File: src/design/scbpa_pkg.sv
`timescale 1ns / 1ps
// ----------------------------------------------------------------------------
// scbpa_pkg
// Types and constants of the size class block pool allocator.
// ----------------------------------------------------------------------------
package scbpa_pkg;

  localparam int NumPools  = 4;
  localparam int MaxBlocks = 256;
  localparam int IdxW      = $clog2(MaxBlocks);
  localparam int StepW     = $clog2(IdxW);
  localparam int PoolW     = $clog2(NumPools);
  localparam int AddrW     = 21;
  localparam int SizeW     = 11;
  localparam int CountW    = 9;
  localparam int ReqW      = 16;
  localparam int MinSize   = 4;
  localparam int MaxSize   = 1024;
  localparam int OffW      = $clog2(MaxBlocks * MaxSize) + 1;
  localparam int RowW      = 8;
  localparam int RowSelW   = $clog2(RowW);
  localparam int NumRows   = NumPools * MaxBlocks / RowW;
  localparam int RowAddrW  = $clog2(NumRows);
  localparam int StackAddrW = PoolW + IdxW;
  localparam int CfgIdxW   = 3;
  localparam int CfgDataW  = SizeW;
  localparam int CfgCountBit = 0;  // odd register index is a count
  localparam int RegionAlign = 16;
  localparam int BitsPerByte = 8;

  localparam logic [NumPools-1:0][SizeW-1:0] SizeReset = {
    SizeW'(128), SizeW'(64), SizeW'(32), SizeW'(16)
  };

  typedef enum logic {
    CmdAlloc = 1'b0,
    CmdFree  = 1'b1
  } cmd_e;

  typedef enum logic [1:0] {
    StOk         = 2'd0,
    StAllocFail  = 2'd1,
    StNotOwned   = 2'd2,
    StDoubleFree = 2'd3
  } status_e;

  typedef enum logic [3:0] {
    BkIdle,
    BkPick,
    BkMul,
    BkAdd,
    BkMark,
    BkDiv,
    BkRowRd,
    BkCheck,
    BkDone
  } back_state_e;

  typedef struct packed {
    logic [NumPools-1:0][SizeW-1:0]  size;
    logic [NumPools-1:0][CountW-1:0] count;
    logic [NumPools-1:0][AddrW-1:0]  base;
    logic [NumPools-1:0][OffW-1:0]   bytes;
  } pool_tbl_t;

  typedef struct packed {
    cmd_e                cmd;
    logic [NumPools-1:0] fit;
    logic                owned;
    logic [PoolW-1:0]    pool;
    logic [OffW-1:0]     offset;
  } item_t;

  typedef struct packed {
    status_e          status;
    logic [AddrW-1:0] granted;
    logic [PoolW-1:0] pool;
    logic             all_free;
  } result_t;

endpackage

File: src/design/scbpa_front.sv
`timescale 1ns / 1ps
// ----------------------------------------------------------------------------
// scbpa_front
// Classifies a request: size fit per pool for allocate, owner and offset for free.
// ----------------------------------------------------------------------------
module scbpa_front import scbpa_pkg::*; (
  input  logic             cmd_i,
  input  logic [ReqW-1:0]  request_size_i,
  input  logic [AddrW-1:0] block_address_i,
  input  pool_tbl_t        tbl_i,
  output item_t            item_o
);

  always_comb begin
    logic [SizeW-1:0] last_size;
    logic             any_valid;
    logic             too_big;
    logic             found;
    logic [AddrW-1:0] diff;
    last_size = '0;
    any_valid = 1'b0;
    found     = 1'b0;
    diff      = '0;
    item_o    = '0;
    item_o.cmd = cmd_e'(cmd_i);
    // valid pools are contiguous, so the last nonzero count is the last pool
    for (int p = 0; p < NumPools; p++) begin
      if (tbl_i.count[p] != '0) begin
        any_valid = 1'b1;
        last_size = tbl_i.size[p];
      end
    end
    too_big = !any_valid ||
              (request_size_i > {{(ReqW-SizeW){1'b0}}, last_size});
    for (int p = 0; p < NumPools; p++) begin
      item_o.fit[p] = !too_big && (tbl_i.count[p] != '0) &&
                      (request_size_i <= {{(ReqW-SizeW){1'b0}}, tbl_i.size[p]});
    end
    for (int p = 0; p < NumPools; p++) begin
      diff = block_address_i - tbl_i.base[p];
      if (!found && (block_address_i >= tbl_i.base[p]) &&
          (diff < {{(AddrW-OffW){1'b0}}, tbl_i.bytes[p]})) begin
        found         = 1'b1;
        item_o.owned  = 1'b1;
        item_o.pool   = PoolW'(p);
        item_o.offset = diff[OffW-1:0];
      end
    end
  end

endmodule

File: config.mk
export PLATFORM = sky130hd
export DESIGN_NAME = scbpa_front
export DESIGN_NICKNAME = d
export VERILOG_FILES = /design/src/design/scbpa_pkg.sv /design/src/design/scbpa_front.sv
export SDC_FILE = /design/constraint.sdc
export NUM_CORES = 1
export LEC_CHECK = 0
export BUFFER_PORTS_ARGS = -buffer_cell sky130_fd_sc_hd__buf_2
export CORE_ASPECT_RATIO = 0.9
export CORE_UTILIZATION = 57
export DETAILED_ROUTE_END_ITERATION = 10
export PLACE_DENSITY = 0.95
export SYNTH_ARGS = -nofsm -noshare
export SYNTH_HDL_FRONTEND = slang
export SYNTH_SLANG_ARGS = --single-unit
File: constraint.sdc
create_clock -name vclk -period 10.9
set_clock_uncertainty 0.1 [all_clocks]
set_input_delay 1.09 -clock vclk [all_inputs]
set_output_delay 1.09 -clock vclk [all_outputs]
set_load 0.01 [all_outputs]
==> impl_results.md <==
* Worst-path maximum fanout at 19
* # IOs at around 300
* DP HPWL at 26.7 mm
* Antenna violations before repair at 2
* Syn-to-layout area delta at 20.7%
* Post-Route WL at ~30 mm
* Via density at around 6.1
* Hold buffer count at CTS at 0
* Relative slew slack at 0.262
* Hold_ws at ~2100 ps
* Post-Synth Simple-Gate Area at 0.168
* Worst-Margin Slew at between 1000 and 1500 ps
* RSZ-0062 raised after global routing: false
* # rows at ~40
* Fin util at 0.709
* Flip-flop and latch area at 0 µm²
* Detail Route Antenna Nets at 0
* VDD IR max at between 0.03 and 0.04 mV
* Max-slew violation count at 0
* Post-CTS setup buffer count at 0
* Count of different cell masters after synthesis at 74
* Post-CTS sizing at 0
* Leakage power at about 0.0057 µW
* Hold WC Path Type: primary input to primary output
* DIE AREA at between 15000 and 20000 µm²
* Clock network power share at 0
* Max-cap violation count at 0
* DRT Pass-1 Iters at 6
* Top cells by area, synth: ha_1, inv_1, a21oi_1
* Most frequent cells after synthesis: inv_1, ha_1, a21oi_1, nor2_1, o21ai_0
* DRC Markers at 0
* Crit end category: primary output
* Initial core utilization at 0.587
* PortBufs at slightly above 300
* Sw frac at 0.576
* Cell count after synthesis at 1179
* Net Count, Synth at approximately 1700
* Post-Place Cells at ~1700
* Initial DRC count at roughly 1100
* Final setup violation count at 0
* Total gr overflow at 0
* Synth Warn # at 0
* Final Critical Period at ~8000 ps
* Die X at ~130 µm
* Proportion of synthesized area in mux cells at 0.00362
* Cell with the most instances after synthesis: inv_1
* Setup crit start kind: primary input
* CP arrival at a little under 7000 ps
* Synth Area in XOR/XNOR at 0.0708
* Final nets at 1964
* Critical path required time at around 9700 ps
* Share of cells above drive strength 1 at 0.219
* Vias in the first global route at 9221
* Fmax at ~130 MHz
* Synth Area in Compound Gates at 0.320
* P_int at 280 µW
* CLK BUF at 0
* Cell type with the largest total area after synthesis: ha_1
* Final worst path period share at 0.733
* Crit Path Class: primary input to primary output
* Psw at roughly 380 µW
* Tot GR Track Use at 0.386
* Adder-Cell Fraction of Synth Area at 0.328
* Pwr dens at 65.9 nW/µm²
* Main combinational cell family by area after synthesis: adder cells
* Drt wl/cell at about 18 µm
* Comb power frac at 1.000
* First-pass GRT wire length at between 40 and 50 mm
* Core area at about 14000 µm²
* Die Ht at around 120 µm
* Netlist area before placement at ~8300 µm²
* Seq pwr share at 0
* Total Neg Setup Slack at 0 ps
* Non-filler instance count after layout at between 1500 and 2000
* Largest net degree at the start of global routing at 24
* Global placement routability congestion at about 1.0
* Via count at slightly above 10000
* Post-synthesis sequential area ratio at 0
* Seq Cell Count at 0
* Syn_area_per_cell at around 7.0 µm²
* Post-synth top area share at 0.319
* Status: finished clean
* Final Hold Vio Count at 0
[logic make-up (layout without fill, tap and decap cells)]
logic type,after synthesis,after routing
AND/OR/NAND/NOR,270,270
buffers and inverters,236,526
other,0,3
XOR/XNOR,67,67
multiplexers,3,3
AO/OA/AOI/OAI,388,388
adder cells (fa/ha/maj),215,215
[worst max-delay path, cell delays in order]
cell and delay, ps:
buf_2 90, inv_1 150, ha_1 190, inv_1 50
fa_1 420, a211oi_1 270, nor2_1 150, o22ai_4 190
o21ai_2 100, a21oi_1 300, o21ai_0 190, xor2_1 220
ha_1 280, a21o_1 190, a21o_1 170, a21oi_1 130
nor2b_1 60, o21ai_0 150, o311ai_1 190, nor4_4 990
nor3_2 370, a221oi_1 490, o2bb2ai_1 180, buf_2 180
[routing by layer]
layer  up-vias  routed length, µm  track usage
li1       4868                  -            -
met1      4563              12900        0.513
met2       559              13300        0.644
met3        88               2900       0.0531
met4         0               1080        0.129
met5         -                  0            0
[through the flow]
stage	area, µm²	power (µW)	setup WS (ps)
6_report	10000	659	2910
5_1_grt	10000	721	2580
4_1_cts	9990	643	3110
3_5_place_dp	9990	639	3120
3_3_place_gp	9990	625	3190
2_1_floorplan	8280	430	4370
[area by class of cell]
| cell class | count | area [µm²] |
|---|---|---|
| Multi-Input combinational cell | 943 | 7390 |
| Fill cell | 1169 | 4110 |
| Timing Repair Buffer | 306 | 1540 |
| Inverter | 220 | 826 |
| Tap cell | 193 | 241 |
| Antenna cell | 3 | 7.51 |
[layout by cell type, fill, tap and decap left out, drive strengths merged, types with 11 or more instances in the layout]
cell	count
a211oi	25
a21o	41
a21oi	106
a221o	11
a221oi	19
buf	306
ha	211
inv	220
nand2	42
nand2b	11
nand3	30
nand4	27
nor2	79
nor2b	17
nor3	22
o21a	46
o21ai	56
o21bai	12
xnor2	47
xor2	20
[power by group through the flow]
stage                     combinational (µW)  sequential [µW]  clock [µW]
after floorplan                          430                0           0
after global placement                   625                0           0
after detailed placement                 639                0           0
after CTS                                643                0           0
after global routing                     721                0   0.0000123
final                                    659                0   0.0000222
[worst paths after layout]
path                  slack [ps]         end  cells after the start                from
worst max-delay path        2910  item_o[13]                     24  block_address_i[0]
worst min-delay path        2080  item_o[26]                      0               cmd_i
Power figures use the tool's default switching activity.
