[src/design/scbpa_pkg.sv]
`timescale 1ns / 1ps
// ----------------------------------------------------------------------------
// scbpa_pkg
// Types and constants of the size class block pool allocator.
// ----------------------------------------------------------------------------
package scbpa_pkg;

  localparam int NumPools  = 4;
  localparam int MaxBlocks = 256;
  localparam int IdxW      = $clog2(MaxBlocks);
  localparam int StepW     = $clog2(IdxW);
  localparam int PoolW     = $clog2(NumPools);
  localparam int AddrW     = 21;
  localparam int SizeW     = 11;
  localparam int CountW    = 9;
  localparam int ReqW      = 16;
  localparam int MinSize   = 4;
  localparam int MaxSize   = 1024;
  localparam int OffW      = $clog2(MaxBlocks * MaxSize) + 1;
  localparam int RowW      = 8;
  localparam int RowSelW   = $clog2(RowW);
  localparam int NumRows   = NumPools * MaxBlocks / RowW;
  localparam int RowAddrW  = $clog2(NumRows);
  localparam int StackAddrW = PoolW + IdxW;
  localparam int CfgIdxW   = 3;
  localparam int CfgDataW  = SizeW;
  localparam int CfgCountBit = 0;  // odd register index is a count
  localparam int RegionAlign = 16;
  localparam int BitsPerByte = 8;

  localparam logic [NumPools-1:0][SizeW-1:0] SizeReset = {
    SizeW'(128), SizeW'(64), SizeW'(32), SizeW'(16)
  };

  typedef enum logic {
    CmdAlloc = 1'b0,
    CmdFree  = 1'b1
  } cmd_e;

  typedef enum logic [1:0] {
    StOk         = 2'd0,
    StAllocFail  = 2'd1,
    StNotOwned   = 2'd2,
    StDoubleFree = 2'd3
  } status_e;

  typedef enum logic [3:0] {
    BkIdle,
    BkPick,
    BkMul,
    BkAdd,
    BkMark,
    BkDiv,
    BkRowRd,
    BkCheck,
    BkDone
  } back_state_e;

  typedef struct packed {
    logic [NumPools-1:0][SizeW-1:0]  size;
    logic [NumPools-1:0][CountW-1:0] count;
    logic [NumPools-1:0][AddrW-1:0]  base;
    logic [NumPools-1:0][OffW-1:0]   bytes;
  } pool_tbl_t;

  typedef struct packed {
    cmd_e                cmd;
    logic [NumPools-1:0] fit;
    logic                owned;
    logic [PoolW-1:0]    pool;
    logic [OffW-1:0]     offset;
  } item_t;

  typedef struct packed {
    status_e          status;
    logic [AddrW-1:0] granted;
    logic [PoolW-1:0] pool;
    logic             all_free;
  } result_t;

endpackage

[src/design/scbpa_queue.sv]
`timescale 1ns / 1ps
// ----------------------------------------------------------------------------
// scbpa_queue
// Two-entry request queue between the front and the back.
// ----------------------------------------------------------------------------
module scbpa_queue import scbpa_pkg::*; (
  input  logic  clk_i,
  input  logic  rst_ni,
  input  logic  push_i,
  input  item_t item_i,
  output logic  full_o,
  input  logic  pop_i,
  output logic  empty_o,
  output item_t item_o
);

  item_t      mem_q [2];
  logic       wr_q, rd_q;
  logic [1:0] cnt_q;

  assign full_o  = (cnt_q == 2'd2);
  assign empty_o = (cnt_q == 2'd0);
  assign item_o  = mem_q[rd_q];

  always_ff @(posedge clk_i) begin
    if (push_i && !full_o) mem_q[wr_q] <= item_i;
  end

  always_ff @(posedge clk_i or negedge rst_ni) begin
    if (!rst_ni) begin
      wr_q  <= 1'b0;
      rd_q  <= 1'b0;
      cnt_q <= 2'd0;
    end else begin
      if (push_i && !full_o) wr_q <= ~wr_q;
      if (pop_i && !empty_o) rd_q <= ~rd_q;
      cnt_q <= cnt_q + {1'b0, push_i && !full_o} - {1'b0, pop_i && !empty_o};
    end
  end

endmodule

[config.mk]
export PLATFORM = sky130hd
export DESIGN_NAME = scbpa_queue
export DESIGN_NICKNAME = d
export VERILOG_FILES = /design/src/design/scbpa_pkg.sv /design/src/design/scbpa_queue.sv
export SDC_FILE = /design/constraint.sdc
export NUM_CORES = 1
export LEC_CHECK = 0
export BUFFER_PORTS_ARGS = -buffer_cell sky130_fd_sc_hd__buf_4
export CAP_MARGIN = 20
export CORE_MARGIN = 5
export CORE_UTILIZATION = 40
export CTS_BUF_LIST = sky130_fd_sc_hd__clkbuf_4 sky130_fd_sc_hd__clkbuf_8 sky130_fd_sc_hd__clkbuf_16
export DETAILED_ROUTE_END_ITERATION = 12
export PLACE_DENSITY = 0.66
export SYNTH_ARGS = -nofsm -noshare
export SYNTH_HDL_FRONTEND = slang
export SYNTH_SLANG_ARGS = --single-unit
[constraint.sdc]
create_clock -name clk_i -period 2.11 [get_ports clk_i]
set_input_delay 0.211 -clock clk_i [delete_from_list [all_inputs] [get_ports clk_i]]
set_output_delay 0.211 -clock clk_i [all_outputs]
set_load 0.1 [all_outputs]
==> run_results.csv <==
group,metric,value,unit
worst_setup_path,reg2reg_from,"cnt_q[1]",
grt,grt_first_pass_wirelength,6340,um
grt,grt_max_degree,28,
detailed_routing,wl,3790,um
sta,setup_tns,0,ns
cts,clock_latency,0.32,ns
detailed_routing,avgRoutedWirePerCell,15.2,um
final_layout,diodes,0,
yosys,synth_ff_type,"edfxtp_1",
worst_setup_path,criticalPathCategory,"reg -> out",
worst_setup_path,cp-startpoint,"rd_q",
yosys,synthSimpleGateAreaFrac,1.45,%
sta,rsz0062_at_grt,"no",
floorplanning,ioPinCount,60,
worst_setup_path,critPathLaunchType,"flop",
cts,cts_setup_buffers,0,
detailed_routing,detail_route.first_pass.iterations,4,
floorplanning,die_y,85.0,um
yosys,yosysWarnings,0,
cts,cts.clk_slew.worst_paths,0.06,ns
yosys,ys_types,15,
outcome,status,"complete, no violations",
cts,htreeDepth,3,
hold_path,hold_start,"item_i[6]",
sta,finalHoldViolCount,0,
yosys,synthCells,102,
cts,cts.sinks,58,
detailed_routing,ant_nets,0,
final_layout,area_delta_synth_final,31.8,%
floorplanning,dieArea,7220,um2
cts,cts_hold_buf,1,
sta,finalClockSkew,0.00408,ns
yosys,synth.avg_cell_area,22.0,um2
job,maxCapViolCount,0,
final_layout,nFillCells,457,
yosys,synth_area_leader_cell,"edfxtp_1",
sta,maxSlewViolCount,0,
final_layout,multiInputGateArea,478,um2
yosys,synth_edf_count,54,
yosys,synthMuxAreaShare,16.7,%
cts,cts_buffers,9,
grt,grt_pass1_vias,1282,
sta,worst_slew_pin_slew,0.392,ns
yosys,synth.top_cell.area_share,72.1,%
placed_design,portBuffers,59,
floorplanning,placementRows,27,
hold_path,hp-class,"in -> reg",
cts,tritoncts,"built",
worst_setup_path,cp.arrival,1.75,ns
yosys,async_flop_share,6.90,%
grt,grtUsageTotal,11.5,%
yosys,synth-compound-area-share,0,%
worst_setup_path,crit_path_end_kind,"output port",
final_layout,regArea,1720,um2
yosys,synth_most_common_cell,"edfxtp_1",
floorplanning,core,5470,um2
placed_design,dp_hpwl,2690,um
yosys,synth_nets,135,
cts,ctsResizeCount,0,
floorplanning,initial_core_util,41.1,%
final_layout,nNetsFinal,206,
worst_setup_path,cp_data_required_time,1.90,ns
detailed_routing,drc,0,
detailed_routing,drtIter0Drc,36,
yosys,synthXorXnorAreaFrac,1.56,%
detailed_routing,route.vias.total,1111,
yosys,synth_commonest_cells,"54 x edfxtp_1, 19 x mux2_4, 8 x mux2_2, 4 x dfrtp_1, 3 x xnor2_1",
cts,cts_buffer_depth,2,
sta,period_share,92.9,%
yosys,ys_seq_area_share,76.6,%
yosys,synth.area.top_cells,"edfxtp_1 72%, mux2_4 13%, dfrtp_1 4.5%, mux2_2 4.0%, buf_12 1.8%",
sta,finalSetupViolCount,0,
yosys,synthAdderAreaFrac,1.11,%
yosys,synth-seq-cells,58,
grt,antenna_found_initial,0,
sta,fin_crit,1.96,ns
sta,slew-limit-headroom,73.9,%
grt,grt.overflow.total,0,
placed_design,gp_congestion,0.695,
yosys,syn_area,2250,um2
yosys,synth_top_family_by_area,"multiplexers",
sta,fmax,510,MHz
final_layout,drive_gt1_share,59.3,%
worst_setup_path,cp_max_fo,17,
cts,cts_root_buf,"clkbuf_8",
floorplanning,fp.dieW,85.0,um
detailed_routing,vias_per_cell,4.46,
[cell families (layout without fill, tap and decap cells)]
kind of cell	Yosys count	count (layout)
XOR/XNOR	4	4
multiplexers	27	27
buffers and inverters	5	80
adder cells (fa/ha/maj)	2	2
AND/OR/NAND/NOR	6	6
flip-flops	58	58
[sequential cells by signal, indices dropped and copies added, names as in the netlist]
| name | flops |
|---|---|
| mem_q | 54 |
| cnt_q | 2 |
| rd_q | 1 |
| wr_q | 1 |
[area by class of cell]
class                   count  area share (%)
multi-input cells          39            16.1
well taps                  72            3.04
clock inverters             5            1.56
clock buffers              10            4.43
inverters                   2           0.253
repair buffers             63            16.5
flip-flops and latches     58            58.1
[routing by layer]
layer  vias to the layer above  part of all wire (%)  global-route usage (%)
met2                        42                    50                    18.1
met1                       531                    42                    13.6
met4                         0                   1.3                    5.61
met3                         6                   6.5                    4.76
li1                        532                     -                       -
met5                         -                     0                       0
[worst max-delay path: stages, from the launching register on]
cell and delay (ns):
dfrtp_2 0.61, buf_12 0.23, mux2_2 0.35, buf_4 0.23
[stage by stage]
stage | util [%] | setup WS [ns] | hold WS (ns) | instance area (um2) | cells
final | 54.2 | 0.149 | 0.0742 | 2960 | 249
after floorplan | - | 0.200 | -0.0846 | 2260 | 102
after CTS | 54.2 | 0.117 | 0.0616 | 2960 | 249
after global routing | 54.2 | 0.0724 | 0.0536 | 2960 | 249
after global placement | 50.7 | 0.501 | 0.0118 | 2780 | 233
after detailed placement | 50.7 | 0.471 | 0.0145 | 2780 | 233
[cells in the final DEF, fill, tap and decap left out, drive strengths merged]
cell type	n
nor2	2
buf	62
ha	2
nand2b	1
dlygate4sd3	1
xnor2	3
dfrtp	4
clkinv	4
and3	1
mux2	27
xor2	1
nor2b	1
bufinv	1
clkbuf	10
edfxtp	54
inv	2
nand2	1
[path summary, 6_finish.rpt]
kind	end	slack (ns)	depth (start not counted)
min reg2reg	wr_q	0.52	1
max	item_o[3]	0.15	3
max in group asynchronous	rd_q	1.78	2
min	mem_q[0][6]	0.07	1
max reg2reg	cnt_q[1]	0.50	7
min in group asynchronous	cnt_q[0]	0.22	2
Power is not shown: default switching activity piles up to over one toggle a cycle in this logic, so the estimate is an artifact.
